[src/hdl/ssfs_pkg.sv]
// Shared types, constants and codes for the sprite sheet frame stepper
package ssfs_pkg;

  localparam int DEF_MAX_DIVISIONS = 16;
  localparam int DEF_TIME_BITS     = 24;

  // field and register widths
  localparam int DIVREG_W    = 5;
  localparam int PERIOD_W    = 24;
  localparam int DT_W        = 16;
  localparam int FRAME_IDX_W = 8;
  localparam int CELL_W      = 4;
  localparam int UV_W        = 17;   // Q1.16, also the quotient width of the divider
  localparam int CFG_IDX_W   = 3;
  localparam int CFG_DATA_W  = 24;

  // register indexes
  localparam logic [CFG_IDX_W-1:0] CFG_DIVISIONS    = 3'd0;
  localparam logic [CFG_IDX_W-1:0] CFG_FRAME_PERIOD = 3'd1;
  localparam logic [CFG_IDX_W-1:0] CFG_LOOP_ENABLE  = 3'd2;
  localparam logic [CFG_IDX_W-1:0] CFG_REVERSE_PLAY = 3'd3;
  localparam logic [CFG_IDX_W-1:0] CFG_AUTO_DESTROY = 3'd4;

  // register reset values
  localparam logic [DIVREG_W-1:0] RST_DIVISIONS    = 5'd4;
  localparam logic [PERIOD_W-1:0] RST_FRAME_PERIOD = 24'd62500;

  // command codes
  localparam logic CMD_TICK  = 1'b0;
  localparam logic CMD_START = 1'b1;

  typedef enum logic [2:0] {
    ST_IDLE,
    ST_ACC,
    ST_STEP,
    ST_LAUNCH,
    ST_WAIT,
    ST_OUT
  } seq_state_e;

  // divider jobs in issue order
  typedef enum logic [2:0] {
    JOB_ROW,
    JOB_U0,
    JOB_V0,
    JOB_U1,
    JOB_V1
  } job_e;

  typedef struct packed {
    logic busy;
    logic done;
  } div_stat_t;

endpackage

[src/hdl/ssfs_div.sv]
// Shared radix-2 divider: one compare and subtract per cycle, fixed quotient width
module ssfs_div import ssfs_pkg::*; #(
  parameter int DVD_W = 23,
  parameter int DVS_W = 6
) (
  input  logic             clk_i,
  input  logic             rst_ni,
  input  logic             start_i,
  input  logic [DVD_W-1:0] dividend_i,
  input  logic [DVS_W-1:0] divisor_i,
  output div_stat_t        stat_o,
  output logic [UV_W-1:0]  quo_o,
  output logic [DVD_W-1:0] rem_o
);

  localparam int CNT_W = $clog2(UV_W + 1);

  logic [DVD_W-1:0] rem_q;
  logic [DVD_W-1:0] dsh_q;
  logic [UV_W-1:0]  quo_q;
  logic [CNT_W-1:0] cnt_q;
  logic             busy_q;
  logic             done_q;
  logic             fits;
  logic [DVD_W-1:0] diff;

  assign fits = rem_q >= dsh_q;
  assign diff = rem_q - dsh_q;

  always_ff @(posedge clk_i or negedge rst_ni) begin
    if (!rst_ni) begin
      cnt_q  <= '0;
      busy_q <= 1'b0;
      done_q <= 1'b0;
    end else begin
      done_q <= 1'b0;
      if (start_i) begin
        cnt_q  <= CNT_W'(UV_W);
        busy_q <= 1'b1;
      end else if (busy_q) begin
        cnt_q <= cnt_q - CNT_W'(1);
        if (cnt_q == CNT_W'(1)) begin
          busy_q <= 1'b0;
          done_q <= 1'b1;
        end
      end
    end
  end

  // quotient bit per step, divisor walks down from its top position
  always_ff @(posedge clk_i) begin
    if (start_i) begin
      rem_q <= dividend_i;
      dsh_q <= DVD_W'(divisor_i) << (UV_W - 1);
      quo_q <= '0;
    end else if (busy_q) begin
      if (fits) begin
        rem_q <= diff;
      end
      quo_q <= {quo_q[UV_W-2:0], fits};
      dsh_q <= dsh_q >> 1;
    end
  end

  assign stat_o.busy = busy_q;
  assign stat_o.done = done_q;
  assign quo_o       = quo_q;
  assign rem_o       = rem_q;

endmodule

[src/hdl/ssfs_seq.sv]
// Sequencer: play state, accumulator update, divider jobs and result register
module ssfs_seq import ssfs_pkg::*; #(
  parameter int DIV_W   = 5,
  parameter int RC_W    = 4,
  parameter int FRAME_W = 8,
  parameter int ACC_W   = 25,
  parameter int PER_W   = 24,
  parameter int DVD_W   = 23,
  parameter int DVS_W   = 6
) (
  input  logic                   clk_i,
  input  logic                   rst_ni,
  input  logic                   in_valid_i,
  output logic                   in_stall_o,
  input  logic                   cmd_i,
  input  logic [DT_W-1:0]        delta_time_i,
  output logic                   out_valid_o,
  input  logic                   out_stall_i,
  output logic                   advanced_o,
  output logic [FRAME_IDX_W-1:0] frame_index_o,
  output logic [CELL_W-1:0]      cell_row_o,
  output logic [CELL_W-1:0]      cell_col_o,
  output logic [UV_W-1:0]        uv_start_u_o,
  output logic [UV_W-1:0]        uv_start_v_o,
  output logic [UV_W-1:0]        uv_end_u_o,
  output logic [UV_W-1:0]        uv_end_v_o,
  output logic                   playing_o,
  output logic                   delete_request_o,
  input  logic [DIV_W-1:0]       div_eff_i,
  input  logic [PER_W-1:0]       period_i,
  input  logic                   loop_enable_i,
  input  logic                   reverse_play_i,
  input  logic                   auto_destroy_i,
  output logic                   div_start_o,
  output logic [DVD_W-1:0]       div_dividend_o,
  output logic [DVS_W-1:0]       div_divisor_o,
  input  div_stat_t              div_stat_i,
  input  logic [UV_W-1:0]        div_quo_i,
  input  logic [DVD_W-1:0]       div_rem_i
);

  localparam int SUM_W = ((ACC_W > DT_W) ? ACC_W : DT_W) + 1;
  localparam int TOT_W = 2 * DIV_W;

  seq_state_e state_q, state_d;
  job_e       job_q, job_d;

  logic [ACC_W-1:0]   acc_q, acc_d;
  logic [FRAME_W-1:0] frame_q, frame_d;
  logic               play_q, play_d;
  logic               del_q, del_d;
  logic               out_valid_q, out_valid_d;

  logic               cmd_q, cmd_d;
  logic [DT_W-1:0]    dt_q, dt_d;
  logic               adv_q, adv_d;
  logic [FRAME_W-1:0] fout_q, fout_d;
  logic [RC_W-1:0]    row_q, row_d;
  logic [RC_W-1:0]    col_q, col_d;
  logic [UV_W-1:0]    uvsu_q, uvsu_d;
  logic [UV_W-1:0]    uvsv_q, uvsv_d;
  logic [UV_W-1:0]    uveu_q, uveu_d;
  logic [UV_W-1:0]    uvev_q, uvev_d;
  logic               out_load;

  logic                   out_adv_q;
  logic [FRAME_IDX_W-1:0] out_frame_q;
  logic [CELL_W-1:0]      out_row_q;
  logic [CELL_W-1:0]      out_col_q;
  logic [UV_W-1:0]        out_uvsu_q;
  logic [UV_W-1:0]        out_uvsv_q;
  logic [UV_W-1:0]        out_uveu_q;
  logic [UV_W-1:0]        out_uvev_q;
  logic                   out_play_q;
  logic                   out_del_q;

  logic [TOT_W-1:0]   total;
  logic [FRAME_W-1:0] last_frame;
  logic [FRAME_W-1:0] f_eff;
  logic [SUM_W-1:0]   sum;
  logic [ACC_W-1:0]   acc_sat;
  logic [ACC_W-1:0]   per_ext;
  logic               reach;
  logic [RC_W:0]      uv_n;
  logic [DVD_W-1:0]   uv_dvd;

  // frame count and clamp of a stale frame to the last cell
  assign total      = TOT_W'(div_eff_i) * TOT_W'(div_eff_i);
  assign last_frame = FRAME_W'(total - TOT_W'(1));
  assign f_eff      = (TOT_W'(frame_q) >= total) ? last_frame : frame_q;

  // accumulator add with saturation, then period check
  assign sum     = SUM_W'(acc_q) + SUM_W'(dt_q);
  assign acc_sat = (|sum[SUM_W-1:ACC_W]) ? '1 : sum[ACC_W-1:0];
  assign per_ext = ACC_W'(period_i);
  assign reach   = acc_q >= per_ext;

  // uv(n) = (n * 2^17 + d) / (2d), rounds n/d in Q1.16 to nearest
  always_comb begin
    case (job_q)
      JOB_U0:  uv_n = (RC_W+1)'(col_q);
      JOB_V0:  uv_n = (RC_W+1)'(row_q);
      JOB_U1:  uv_n = (RC_W+1)'(col_q) + (RC_W+1)'(1);
      JOB_V1:  uv_n = (RC_W+1)'(row_q) + (RC_W+1)'(1);
      default: uv_n = '0;
    endcase
  end

  assign uv_dvd = (DVD_W'(uv_n) << UV_W) + DVD_W'(div_eff_i);

  always_comb begin
    if (job_q == JOB_ROW) begin
      div_dividend_o = DVD_W'(f_eff);
      div_divisor_o  = DVS_W'(div_eff_i);
    end else begin
      div_dividend_o = uv_dvd;
      div_divisor_o  = {div_eff_i, 1'b0};
    end
  end

  assign in_stall_o = (state_q != ST_IDLE);

  always_comb begin
    state_d     = state_q;
    job_d       = job_q;
    acc_d       = acc_q;
    frame_d     = frame_q;
    play_d      = play_q;
    del_d       = del_q;
    cmd_d       = cmd_q;
    dt_d        = dt_q;
    adv_d       = adv_q;
    fout_d      = fout_q;
    row_d       = row_q;
    col_d       = col_q;
    uvsu_d      = uvsu_q;
    uvsv_d      = uvsv_q;
    uveu_d      = uveu_q;
    uvev_d      = uvev_q;
    div_start_o = 1'b0;
    out_load    = 1'b0;
    out_valid_d = out_valid_q && out_stall_i;

    unique case (state_q)
      ST_IDLE: begin
        if (in_valid_i) begin
          cmd_d   = cmd_i;
          dt_d    = delta_time_i;
          state_d = ST_ACC;
        end
      end
      ST_ACC: begin
        adv_d   = 1'b0;
        job_d   = JOB_ROW;
        state_d = ST_LAUNCH;
        if (cmd_q == CMD_START) begin
          frame_d = reverse_play_i ? last_frame : '0;
          acc_d   = '0;
          play_d  = 1'b1;
          del_d   = 1'b0;
        end else if (play_q) begin
          acc_d   = acc_sat;
          state_d = ST_STEP;
        end
      end
      ST_STEP: begin
        state_d = ST_LAUNCH;
        if (reach) begin
          acc_d = acc_q - per_ext;
          adv_d = 1'b1;
          if (reverse_play_i) begin
            if (f_eff == '0) begin
              if (loop_enable_i) begin
                frame_d = last_frame;
              end else begin
                frame_d = '0;
                play_d  = 1'b0;
                del_d   = del_q || auto_destroy_i;
              end
            end else begin
              frame_d = f_eff - FRAME_W'(1);
            end
          end else begin
            if (f_eff == last_frame) begin
              if (loop_enable_i) begin
                frame_d = '0;
              end else begin
                frame_d = last_frame;
                play_d  = 1'b0;
                del_d   = del_q || auto_destroy_i;
              end
            end else begin
              frame_d = f_eff + FRAME_W'(1);
            end
          end
        end
      end
      ST_LAUNCH: begin
        if (!div_stat_i.busy) begin
          div_start_o = 1'b1;
          state_d     = ST_WAIT;
          if (job_q == JOB_ROW) begin
            fout_d = f_eff;
          end
        end
      end
      ST_WAIT: begin
        if (div_stat_i.done) begin
          state_d = ST_LAUNCH;
          unique case (job_q)
            JOB_ROW: begin
              row_d = RC_W'(div_quo_i);
              col_d = RC_W'(div_rem_i);
              job_d = JOB_U0;
            end
            JOB_U0: begin
              uvsu_d = div_quo_i;
              job_d  = JOB_V0;
            end
            JOB_V0: begin
              uvsv_d = div_quo_i;
              job_d  = JOB_U1;
            end
            JOB_U1: begin
              uveu_d = div_quo_i;
              job_d  = JOB_V1;
            end
            JOB_V1: begin
              uvev_d  = div_quo_i;
              state_d = ST_OUT;
            end
            default: state_d = ST_IDLE;
          endcase
        end
      end
      ST_OUT: begin
        if (!out_valid_q || !out_stall_i) begin
          out_load    = 1'b1;
          out_valid_d = 1'b1;
          state_d     = ST_IDLE;
        end
      end
      default: state_d = ST_IDLE;
    endcase
  end

  always_ff @(posedge clk_i or negedge rst_ni) begin
    if (!rst_ni) begin
      state_q     <= ST_IDLE;
      job_q       <= JOB_ROW;
      acc_q       <= '0;
      frame_q     <= '0;
      play_q      <= 1'b0;
      del_q       <= 1'b0;
      out_valid_q <= 1'b0;
    end else begin
      state_q     <= state_d;
      job_q       <= job_d;
      acc_q       <= acc_d;
      frame_q     <= frame_d;
      play_q      <= play_d;
      del_q       <= del_d;
      out_valid_q <= out_valid_d;
    end
  end

  always_ff @(posedge clk_i) begin
    cmd_q  <= cmd_d;
    dt_q   <= dt_d;
    adv_q  <= adv_d;
    fout_q <= fout_d;
    row_q  <= row_d;
    col_q  <= col_d;
    uvsu_q <= uvsu_d;
    uvsv_q <= uvsv_d;
    uveu_q <= uveu_d;
    uvev_q <= uvev_d;
  end

  always_ff @(posedge clk_i) begin
    if (out_load) begin
      out_adv_q   <= adv_q;
      out_frame_q <= FRAME_IDX_W'(fout_q);
      out_row_q   <= CELL_W'(row_q);
      out_col_q   <= CELL_W'(col_q);
      out_uvsu_q  <= uvsu_q;
      out_uvsv_q  <= uvsv_q;
      out_uveu_q  <= uveu_q;
      out_uvev_q  <= uvev_q;
      out_play_q  <= play_q;
      out_del_q   <= del_q;
    end
  end

  assign out_valid_o      = out_valid_q;
  assign advanced_o       = out_adv_q;
  assign frame_index_o    = out_frame_q;
  assign cell_row_o       = out_row_q;
  assign cell_col_o       = out_col_q;
  assign uv_start_u_o     = out_uvsu_q;
  assign uv_start_v_o     = out_uvsv_q;
  assign uv_end_u_o       = out_uveu_q;
  assign uv_end_v_o       = out_uvev_q;
  assign playing_o        = out_play_q;
  assign delete_request_o = out_del_q;

endmodule

[src/hdl/sprite_sheet_frame_stepper.sv]
// Sprite sheet frame stepper: registers, effective settings and the two units
//
// Usage
//   Input channel (in_valid_i / in_stall_o) carries one item per transfer:
//   cmd_i selects a start (restart play from the first cell, or the last in
//   reverse) or a time tick; delta_time_i gives the elapsed microseconds.
//   Output channel (out_valid_o / out_stall_i) gives one result per item:
//   frame, row, column, the four cell UVs in Q1.16 and the play flags.
//   Registers are written through cfg_we_i / cfg_idx_i / cfg_wdata_i while
//   no item is in flight; unknown indexes are ignored.
// Sequence
//   The shared divider runs five jobs per item (row and column, then four
//   UVs), 17 quotient steps each, each launched in ST_LAUNCH and collected
//   in ST_WAIT. A tick while playing first passes the period check state
//   (ST_STEP). in_stall_o is high from the transfer until the result is in
//   the output register, so a new item is taken only after the last one
//   has reached it.
// Reset and back-pressure
//   Reset clears frame, accumulator and flags and loads the register
//   defaults. A stalled result holds in the output register; the next item
//   is still taken and computed, and waits for the register to free up.
module sprite_sheet_frame_stepper import ssfs_pkg::*; #(
  parameter int MAX_DIVISIONS = DEF_MAX_DIVISIONS,
  parameter int TIME_BITS     = DEF_TIME_BITS
) (
  input  logic                   clk_i,
  input  logic                   rst_ni,
  input  logic                   in_valid_i,
  output logic                   in_stall_o,
  input  logic                   cmd_i,
  input  logic [DT_W-1:0]        delta_time_i,
  output logic                   out_valid_o,
  input  logic                   out_stall_i,
  output logic                   advanced_o,
  output logic [FRAME_IDX_W-1:0] frame_index_o,
  output logic [CELL_W-1:0]      cell_row_o,
  output logic [CELL_W-1:0]      cell_col_o,
  output logic [UV_W-1:0]        uv_start_u_o,
  output logic [UV_W-1:0]        uv_start_v_o,
  output logic [UV_W-1:0]        uv_end_u_o,
  output logic [UV_W-1:0]        uv_end_v_o,
  output logic                   playing_o,
  output logic                   delete_request_o,
  input  logic                   cfg_we_i,
  input  logic [CFG_IDX_W-1:0]   cfg_idx_i,
  input  logic [CFG_DATA_W-1:0]  cfg_wdata_i
);

  // widths that follow from the sheet size and the time base
  localparam int DIV_W   = $clog2(MAX_DIVISIONS + 1);
  localparam int RC_W    = (MAX_DIVISIONS > 1) ? $clog2(MAX_DIVISIONS) : 1;
  localparam int FRAME_W = (MAX_DIVISIONS > 1) ? $clog2(MAX_DIVISIONS * MAX_DIVISIONS) : 1;
  localparam int ACC_W   = TIME_BITS + 1;
  localparam int PER_W   = (TIME_BITS < PERIOD_W) ? TIME_BITS : PERIOD_W;
  localparam int DVS_W   = DIV_W + 1;           // holds 2 * divisions
  localparam int DVD_W   = DIV_W + UV_W + 1;    // holds n * 2^17 + divisions
  localparam int CMP_W   = (DIV_W > DIVREG_W) ? DIV_W : DIVREG_W;

  logic [DIVREG_W-1:0] divisions_q;
  logic [PERIOD_W-1:0] frame_period_q;
  logic                loop_q;
  logic                reverse_q;
  logic                auto_q;

  logic [CMP_W-1:0] div_raw;
  logic [DIV_W-1:0] div_eff;
  logic [PER_W-1:0] period;

  logic             div_start;
  logic [DVD_W-1:0] div_dividend;
  logic [DVS_W-1:0] div_divisor;
  div_stat_t        div_stat;
  logic [UV_W-1:0]  div_quo;
  logic [DVD_W-1:0] div_rem;

  // register file, to be written only while idle: the user is bound, the block does not enforce it
  always_ff @(posedge clk_i or negedge rst_ni) begin
    if (!rst_ni) begin
      divisions_q    <= RST_DIVISIONS;
      frame_period_q <= RST_FRAME_PERIOD;
      loop_q         <= 1'b0;
      reverse_q      <= 1'b0;
      auto_q         <= 1'b0;
    end else if (cfg_we_i) begin
      unique case (cfg_idx_i)
        CFG_DIVISIONS:    divisions_q    <= cfg_wdata_i[DIVREG_W-1:0];
        CFG_FRAME_PERIOD: frame_period_q <= cfg_wdata_i[PERIOD_W-1:0];
        CFG_LOOP_ENABLE:  loop_q         <= cfg_wdata_i[0];
        CFG_REVERSE_PLAY: reverse_q      <= cfg_wdata_i[0];
        CFG_AUTO_DESTROY: auto_q         <= cfg_wdata_i[0];
        default: ;
      endcase
    end
  end

  // zero divisions acts as one, oversize saturates to the sheet limit
  assign div_raw = CMP_W'(divisions_q);
  always_comb begin
    if (div_raw == '0) begin
      div_eff = DIV_W'(1);
    end else if (div_raw > CMP_W'(MAX_DIVISIONS)) begin
      div_eff = DIV_W'(MAX_DIVISIONS);
    end else begin
      div_eff = DIV_W'(div_raw);
    end
  end

  // only the low PER_W bits of the period count (TIME_BITS, capped at PERIOD_W)
  assign period = frame_period_q[PER_W-1:0];

  ssfs_div #(
    .DVD_W (DVD_W),
    .DVS_W (DVS_W)
  ) u_div (
    .clk_i      (clk_i),
    .rst_ni     (rst_ni),
    .start_i    (div_start),
    .dividend_i (div_dividend),
    .divisor_i  (div_divisor),
    .stat_o     (div_stat),
    .quo_o      (div_quo),
    .rem_o      (div_rem)
  );

  ssfs_seq #(
    .DIV_W   (DIV_W),
    .RC_W    (RC_W),
    .FRAME_W (FRAME_W),
    .ACC_W   (ACC_W),
    .PER_W   (PER_W),
    .DVD_W   (DVD_W),
    .DVS_W   (DVS_W)
  ) u_seq (
    .clk_i            (clk_i),
    .rst_ni           (rst_ni),
    .in_valid_i       (in_valid_i),
    .in_stall_o       (in_stall_o),
    .cmd_i            (cmd_i),
    .delta_time_i     (delta_time_i),
    .out_valid_o      (out_valid_o),
    .out_stall_i      (out_stall_i),
    .advanced_o       (advanced_o),
    .frame_index_o    (frame_index_o),
    .cell_row_o       (cell_row_o),
    .cell_col_o       (cell_col_o),
    .uv_start_u_o     (uv_start_u_o),
    .uv_start_v_o     (uv_start_v_o),
    .uv_end_u_o       (uv_end_u_o),
    .uv_end_v_o       (uv_end_v_o),
    .playing_o        (playing_o),
    .delete_request_o (delete_request_o),
    .div_eff_i        (div_eff),
    .period_i         (period),
    .loop_enable_i    (loop_q),
    .reverse_play_i   (reverse_q),
    .auto_destroy_i   (auto_q),
    .div_start_o      (div_start),
    .div_dividend_o   (div_dividend),
    .div_divisor_o    (div_divisor),
    .div_stat_i       (div_stat),
    .div_quo_i        (div_quo),
    .div_rem_i        (div_rem)
  );

endmodule

[config.mk]
export PLATFORM = sky130hd
export DESIGN_NAME = sprite_sheet_frame_stepper
export DESIGN_NICKNAME = d
export VERILOG_FILES = /design/src/hdl/ssfs_pkg.sv /design/src/hdl/ssfs_div.sv /design/src/hdl/ssfs_seq.sv /design/src/hdl/sprite_sheet_frame_stepper.sv
export SDC_FILE = /design/constraint.sdc
export NUM_CORES = 1
export LEC_CHECK = 0
export BUFFER_PORTS_ARGS = -buffer_cell sky130_fd_sc_hd__buf_2
export CELL_PAD_IN_SITES_DETAIL_PLACEMENT = 1
export CELL_PAD_IN_SITES_GLOBAL_PLACEMENT = 1
export CORE_ASPECT_RATIO = 0.7
export CORE_MARGIN = 2
export CORE_UTILIZATION = 54
export CTS_BUF_LIST = sky130_fd_sc_hd__clkbuf_4 sky130_fd_sc_hd__clkbuf_8
export DETAILED_ROUTE_END_ITERATION = 12
export PLACE_DENSITY = 0.91
export SYNTH_ARGS = -nofsm -noshare
export SYNTH_HDL_FRONTEND = slang
export SYNTH_SLANG_ARGS = --single-unit
export TNS_END_PERCENT = 10
[constraint.sdc]
create_clock -name clk_i -period 17.05 [get_ports clk_i]
set_input_delay 1.705 -clock clk_i [delete_from_list [all_inputs] [get_ports clk_i]]
set_output_delay 1.705 -clock clk_i [all_outputs]
set_load 0.02 [all_outputs]
Word level (Yosys, flattened, before mapping)
Index checks and enable logic that the tools add are counted.
Widths: inputs -> output; s select.
{ "totals": {"ff_bits": 332, "in_bits": 49, "out_inout_bits": 89, "word_cells": 181} }
{ "classes": {"addsub": 10, "mul": 1, "n_lt_le_gt_ge": 4, "n_eq_ne": 25, "muxes": 66, "bitwise_logic": 1, "reduce_logical": 35} }
{ "op_table": {"columns": ["operator", "count"], "rows": [
  ["$mux 25", 4],
  ["$mux 23", 4],
  ["$mux 8", 9],
  ["$pmux 25 s2", 1],
  ["$mux 22", 2],
  ["$reduce_and 3->1", 9],
  ["$add 25x16->26", 1],
  ["$mux 1", 26],
  ["$ge 25x24->1", 1],
  ["$sub 25x24->25", 1],
  ["$add 22x5->23", 1],
  ["$ge 23x22->1", 1],
  ["$sub 23x22->23", 1],
  ["$mux 5", 4],
  ["$pmux 5 s4", 1],
  ["$eq 3x2->1 const B", 6],
  ["$mux 3", 6],
  ["$pmux 3 s6", 1],
  ["$pmux 8 s2", 1],
  ["$reduce_and 2->1", 8],
  ["$sub 8x1->8 const B", 2],
  ["$eq 3x3->1 const B", 4],
  ["$pmux 3 s2", 2],
  ["$pmux 3 s4", 1],
  ["other kinds (28)", 45]
]} }

Depth between registers and ports, before layout
{ "depth": {"ltp_word": 11, "ltp_mapped": 29, "mapped_depth_nobuf": 24} }

Hierarchy
Synthesis repeated with hierarchy kept, for this count alone.
{ "hier_totals": {"cells_unflattened": 1599, "hier_area_um2": 17476.8} }
{ "by_module_without_submodules": {"columns": ["module", "n_inst", "cells_per_inst", "area_each_um2", "seq_area_each_um2"], "rows": [
  ["ssfs_seq", 1, 1098, 12126.6, 6726.5],
  ["ssfs_div", 1, 422, 3951.3, 1706.6],
  ["sprite_sheet_frame_stepper", 1, 79, 1398.8, 810.8]
]} }

Worst setup path before layout
OpenSTA, ideal clock, no wires.
{ "synth_path": {"path_kind": "in2reg", "from": "in out_stall_i", "to": "reg u_seq.out_adv_q, in the netlist u_seq.advanced_o, enable pin", "setup_ns": 0.561, "t_arrival_ns": 5.822, "t_required_ns": 16.489, "path_slack_ns": 10.667, "cell_stages": 1, "path_buffers": 0, "cell_sequence": "a21oi_1"} }
{ "synth_via": {"elab_chain_len": 4} }
{ "synth_lines": {"columns": ["element", "line", "text"], "rows": [
  ["start: declaration", "sprite_sheet_frame_stepper.sv:33", "input logic out_stall_i,"],
  ["$logic_not 1->1", "ssfs_seq.sv:237", "if (!out_valid_q || !out_stall_i) begin"],
  ["$logic_or 1x1->1", "ssfs_seq.sv:237", null],
  ["$mux 1", "ssfs_seq.sv:237", null],
  ["$mux 1", "ssfs_seq.sv:144", "unique case (state_q)"],
  ["end signal: assignment", "ssfs_seq.sv:282", "out_adv_q <= adv_q;"],
  ["end: declaration", "ssfs_seq.sv:66", "logic out_adv_q;"]
]} }
Every way passes these cells.
A chain may end at the register's enable or synchronous reset.

Worst setup path after layout
{ "layout_path": {"from": "reg divisions_q[4], in the netlist div_raw[4]", "to": "reg u_seq.frame_q[6]"} }
{ "layout_via": {"elab_chain_len": 11, "elab_cells_between_ends": 21, "classes_between": "3 x add/sub; 1 x mul; 2 x order compare; 1 x eq/ne; 12 x mux; 2 x reduce/logical"} }
{ "layout_lines": {"columns": ["element", "line", "text"], "rows": [
  ["start: declaration", "sprite_sheet_frame_stepper.sv:59", "logic [DIVREG_W-1:0] divisions_q;"],
  ["start signal: assignment", "sprite_sheet_frame_stepper.sv:86", "CFG_DIVISIONS: divisions_q <= cfg_wdata_i[DIVREG_W-1:0];"],
  ["$gt 5x5->1", "sprite_sheet_frame_stepper.sv:101", "end else if (div_raw > CMP_W'(MAX_DIVISIONS)) begin"],
  ["$mux 5", "sprite_sheet_frame_stepper.sv:101", null],
  ["$mux 5 (*)", "sprite_sheet_frame_stepper.sv:99", "if (div_raw == '0) begin"],
  ["$mul 5x5->10 (*)", "ssfs_seq.sv:88", "assign total = TOT_W'(div_eff_i) * TOT_W'(div_eff_i);"],
  ["$sub 8x1->8 or $ge 8x10->1 (tied branches)", "ssfs_seq.sv:89, ssfs_seq.sv:90", null],
  ["$mux 8", "ssfs_seq.sv:90", "assign f_eff = (TOT_W'(frame_q) >= total) ? last_frame : frame_q;"],
  ["$add 8x1->8, or another cell as far along", "ssfs_seq.sv:193", "frame_d = f_eff + FRAME_W'(1);"],
  ["$mux 8, on equally long branches", "ssfs_seq.sv:184, ssfs_seq.sv:172", null],
  ["$mux 8", "ssfs_seq.sv:171", "if (reverse_play_i) begin"],
  ["$mux 8", "ssfs_seq.sv:168", "if (reach) begin"],
  ["$pmux 8 s2 (*)", "ssfs_seq.sv:144", null],
  ["end signal: assignment", "ssfs_seq.sv:260", "frame_q <= frame_d;"],
  ["end: declaration", "ssfs_seq.sv:49", "logic [FRAME_W-1:0] frame_q, frame_d;"]
]} }
Mark *: on every way between the ends. The rest lies on a longest branch, timed or not. The select of a mux whose other input is x is not followed.

==> impl_metrics.ini <==
[timing]
hold_viol = 0
setup_viol = 0
period_share_pct = 38.3
fin_tns_setup_ns = 0
rsz0062_at_grt = no
drv_slew = 0
worstMarginPinSlew_ns = 1.27
max_freq_mhz = 153
fin_crit_ns = 6.54
clock_skew_ns = 0.0467
timing.slew.headroom_pct = 15.0

[clock_network]
max-clock-path-buffers = 3
clock_latency_ns = 0.65
cts_sinks = 332
cts_buffers = 50
cts_setup_buffers = 0
cts.reportedPaths.clkPinSlew_ns = 0.07
htreeDepth = 2
cts_root_buf = clkbuf_8
cts-hold-fix-buffers = 0
cts_resized = 0
tritoncts = done

[die]
rows = 53
dieArea_sq_um = 32500
ios = 138
core_sq_um = 30200
die_w_um = 214
initial_core_util_pct = 55.4
dieHeight_um = 151

[synth]
ys.flop_type = edfxtp_1
ys_ff_latch = 332
seq_area_frac_synth_pct = 55.2
ys.warnings.count = 0
async_reset_ff_share_pct = 24.4
synth_common_cells = edfxtp_1 (218), nor2_1 (121), nand2_1 (114), a21oi_1 (108)
yosysMostFrequentCell = edfxtp_1
synth.largest_area_cell = edfxtp_1
synth_top_area_share_pct = 39.1
synth-edff-count = 218
syn_area_per_cell_sq_um = 11.0
synthTopCellsByArea = edfxtp_1 (39%), dfrtp_1 (11%), ha_1 (6.3%), dfxtp_1 (3.9%), a21oi_1 (3.2%)
synth_cell_types = 85
synthesis.instances = 1524
syn_area_sq_um = 16700

[drt]
drt_first_iter_violations = 1558
drc = 0
avgViaCountPerCell = 6.35
ant_nets = 0
wl_per_cell_um = 24.7
routed_wl_um = 52400
num_vias = 13400
drt_pass1_iterations = 7

[power]
peakVddDrop_uv = 156
p_leak_nw = 7.62
power.density_nw_per_um2 = 206

[min_path]
min_path_type = register to register
min-delay-start = u_seq.uvsu_q[1]

[global_route]
grt_start_max_net_pins = 79
overflow = 0
grtUsageTotal_pct = 32.5
antenna_found_initial = 0
grt_pass1_wl_um = 81600
grt_pass1_vias = 14100

[placement]
place_area_sq_um = 17800
gp_congestion = 0.931
place_hpwl_um = 33700
port_buffers = 137

[worst_setup_path]
timing.rr.start = div_raw[4]
crit_top_cell = ha_1
worst_setup_path_end_kind = register
r2r_slack_ns = 10.51
crit_arrival_ns = 7.01
crit_path_top_delay_cell = or3_1
max_stage_delay_ns = 0.61
worst-path-max-fanout = 18
required_ns = 17.53
critPathBufInv = 2
worstSetupStartpointType = register
path_class = register to register
critPathTopFamily = adder cells
cp_cell_sequence = nor2b_1 -> nand2_1 -> fa_1 -> fa_1 -> inv_1 -> ha_1 -> ha_1 -> o211ai_1 -> a21o_1 -> nor2b_1 -> xnor2_1 -> inv_1 -> ha_1 -> o21a_1 -> o21ai_0 -> or3_1 -> nor2_1 -> nor2_1 -> ha_1 -> a311oi_1 -> a211oi_1 -> a31o_2 -> o211ai_1
startpoint = div_raw[4]

[run]
maxCapViolCount = 0

[outcome]
status = finished clean

[finish]
fin_nets = 1803
final_area_sq_um = 18900
n_fill_cell = 3273
final_util_pct = 62.7
layout-drive-gt1-share_pct = 16.8
insertedDiodeCount = 0
area_growth_pct = 13.2
[registers in the layout (all words and copies together), names as in the netlist, 22 cells and up]
name / count
u_div.rem_o: 23
u_seq.acc_q: 25
u_div.dsh_q: 22
frame_period_q: 24
[metal layers]
layer  up-vias  global-route usage (%)  share of wire (%)
met4         0                    14.0                4.4
met2       707                    54.6                 47
met3       191                    5.54                7.7
met1      6645                    42.0                 41
li1       5901                       -                  -
met5         -                       0                  0
[path summary, 6_finish.rpt]
path                                         end  cells past startpoint
setup reg to reg                u_seq.frame_q[6]                     23
hold reg to reg            u_seq.uv_start_u_o[1]                      0
max in group asynchronous              reverse_q                      2
min in group asynchronous     frame_period_q[21]                      1
hold / removal             u_seq.uv_start_u_o[1]                      0
setup / recovery                u_seq.frame_q[6]                     23
[worst register-to-register path: stages (launching register included)]
cell and delay, ns:
dfrtp_1 0.52, nor2b_1 0.26, nand2_1 0.16, fa_1 0.49, fa_1 0.52, inv_1 0.05
ha_1 0.20, ha_1 0.44, o211ai_1 0.15, a21o_1 0.20, nor2b_1 0.16, xnor2_1 0.34
inv_1 0.09, ha_1 0.28, o21a_1 0.10, o21ai_0 0.39, or3_1 0.61, nor2_1 0.21
nor2_1 0.22, ha_1 0.34, a311oi_1 0.15, a211oi_1 0.32, a31o_2 0.15, o211ai_1 0.08
[cells in the final DEF, fill, tap and decap left out, drive strengths merged, types with 13 or more instances in the layout]
| cell | instances |
|---|---|
| dfrtp | 73 |
| o21a | 15 |
| a21oi | 110 |
| nand2b | 23 |
| clkbuf | 73 |
| ha | 84 |
| and2 | 13 |
| xor2 | 26 |
| a211oi | 21 |
| nor3 | 37 |
| nor2 | 121 |
| a22o | 17 |
| edfxtp | 218 |
| nand2 | 114 |
| nand3 | 32 |
| o21ai | 94 |
| and3 | 17 |
| a21o | 24 |
| inv | 98 |
| buf | 150 |
| clkinv | 17 |
| o22ai | 28 |
| dfxtp | 33 |
| nor2b | 15 |
| xnor2 | 39 |
| o211ai | 13 |
[kinds of logic after synthesis]
group,Yosys count,synth area share [%]
other,2,0.0449
adders and majority gates,90,6.99
AOI/OAI and AO/OA,424,16.6
buffers and inverters,160,3.67
DFF,332,55.2
muxes,20,1.27
and+or+nand+nor,429,12.5
xor gates and xnor gates,67,3.71
[area by class of cell]
| class | count | area [sq um] | share of cell area (%) |
|---|---|---|---|
| multi-input combinational | 1033 | 6930 | 36.6 |
| sequential | 332 | 9240 | 48.8 |
| inverter | 97 | 364 | 1.92 |
| timing repair buffer | 150 | 786 | 4.15 |
| clock buffer | 73 | 905 | 4.77 |
| tap | 412 | 515 | 2.72 |
| clock inverter | 21 | 203 | 1.07 |
[metrics by stage]
stage | power (mW) | instances | worst slack, ns | hold slack [ns]
6_report | 3.90 | 2118 | 10.51 | 0.394
5_1_grt | 4.11 | 2118 | 10.03 | 0.403
4_1_cts | 3.86 | 2118 | 10.56 | 0.397
3_5_place_dp | 3.05 | 2024 | 10.54 | 0.406
3_3_place_gp | 2.92 | 2024 | 10.93 | 0.401
2_1_floorplan | 2.55 | 1525 | 10.67 | 0.400
[power breakdown]
| part | switching [mW] | total [mW] | internal [mW] |
|---|---|---|---|
| combinational | 1.19 | 1.88 | 0.685 |
| clock | 0.344 | 0.736 | 0.392 |
| sequential | 0.180 | 1.29 | 1.11 |
| total | 1.71 | 3.90 | 2.19 |
Note: power is estimated with default switching activity, not from simulation.
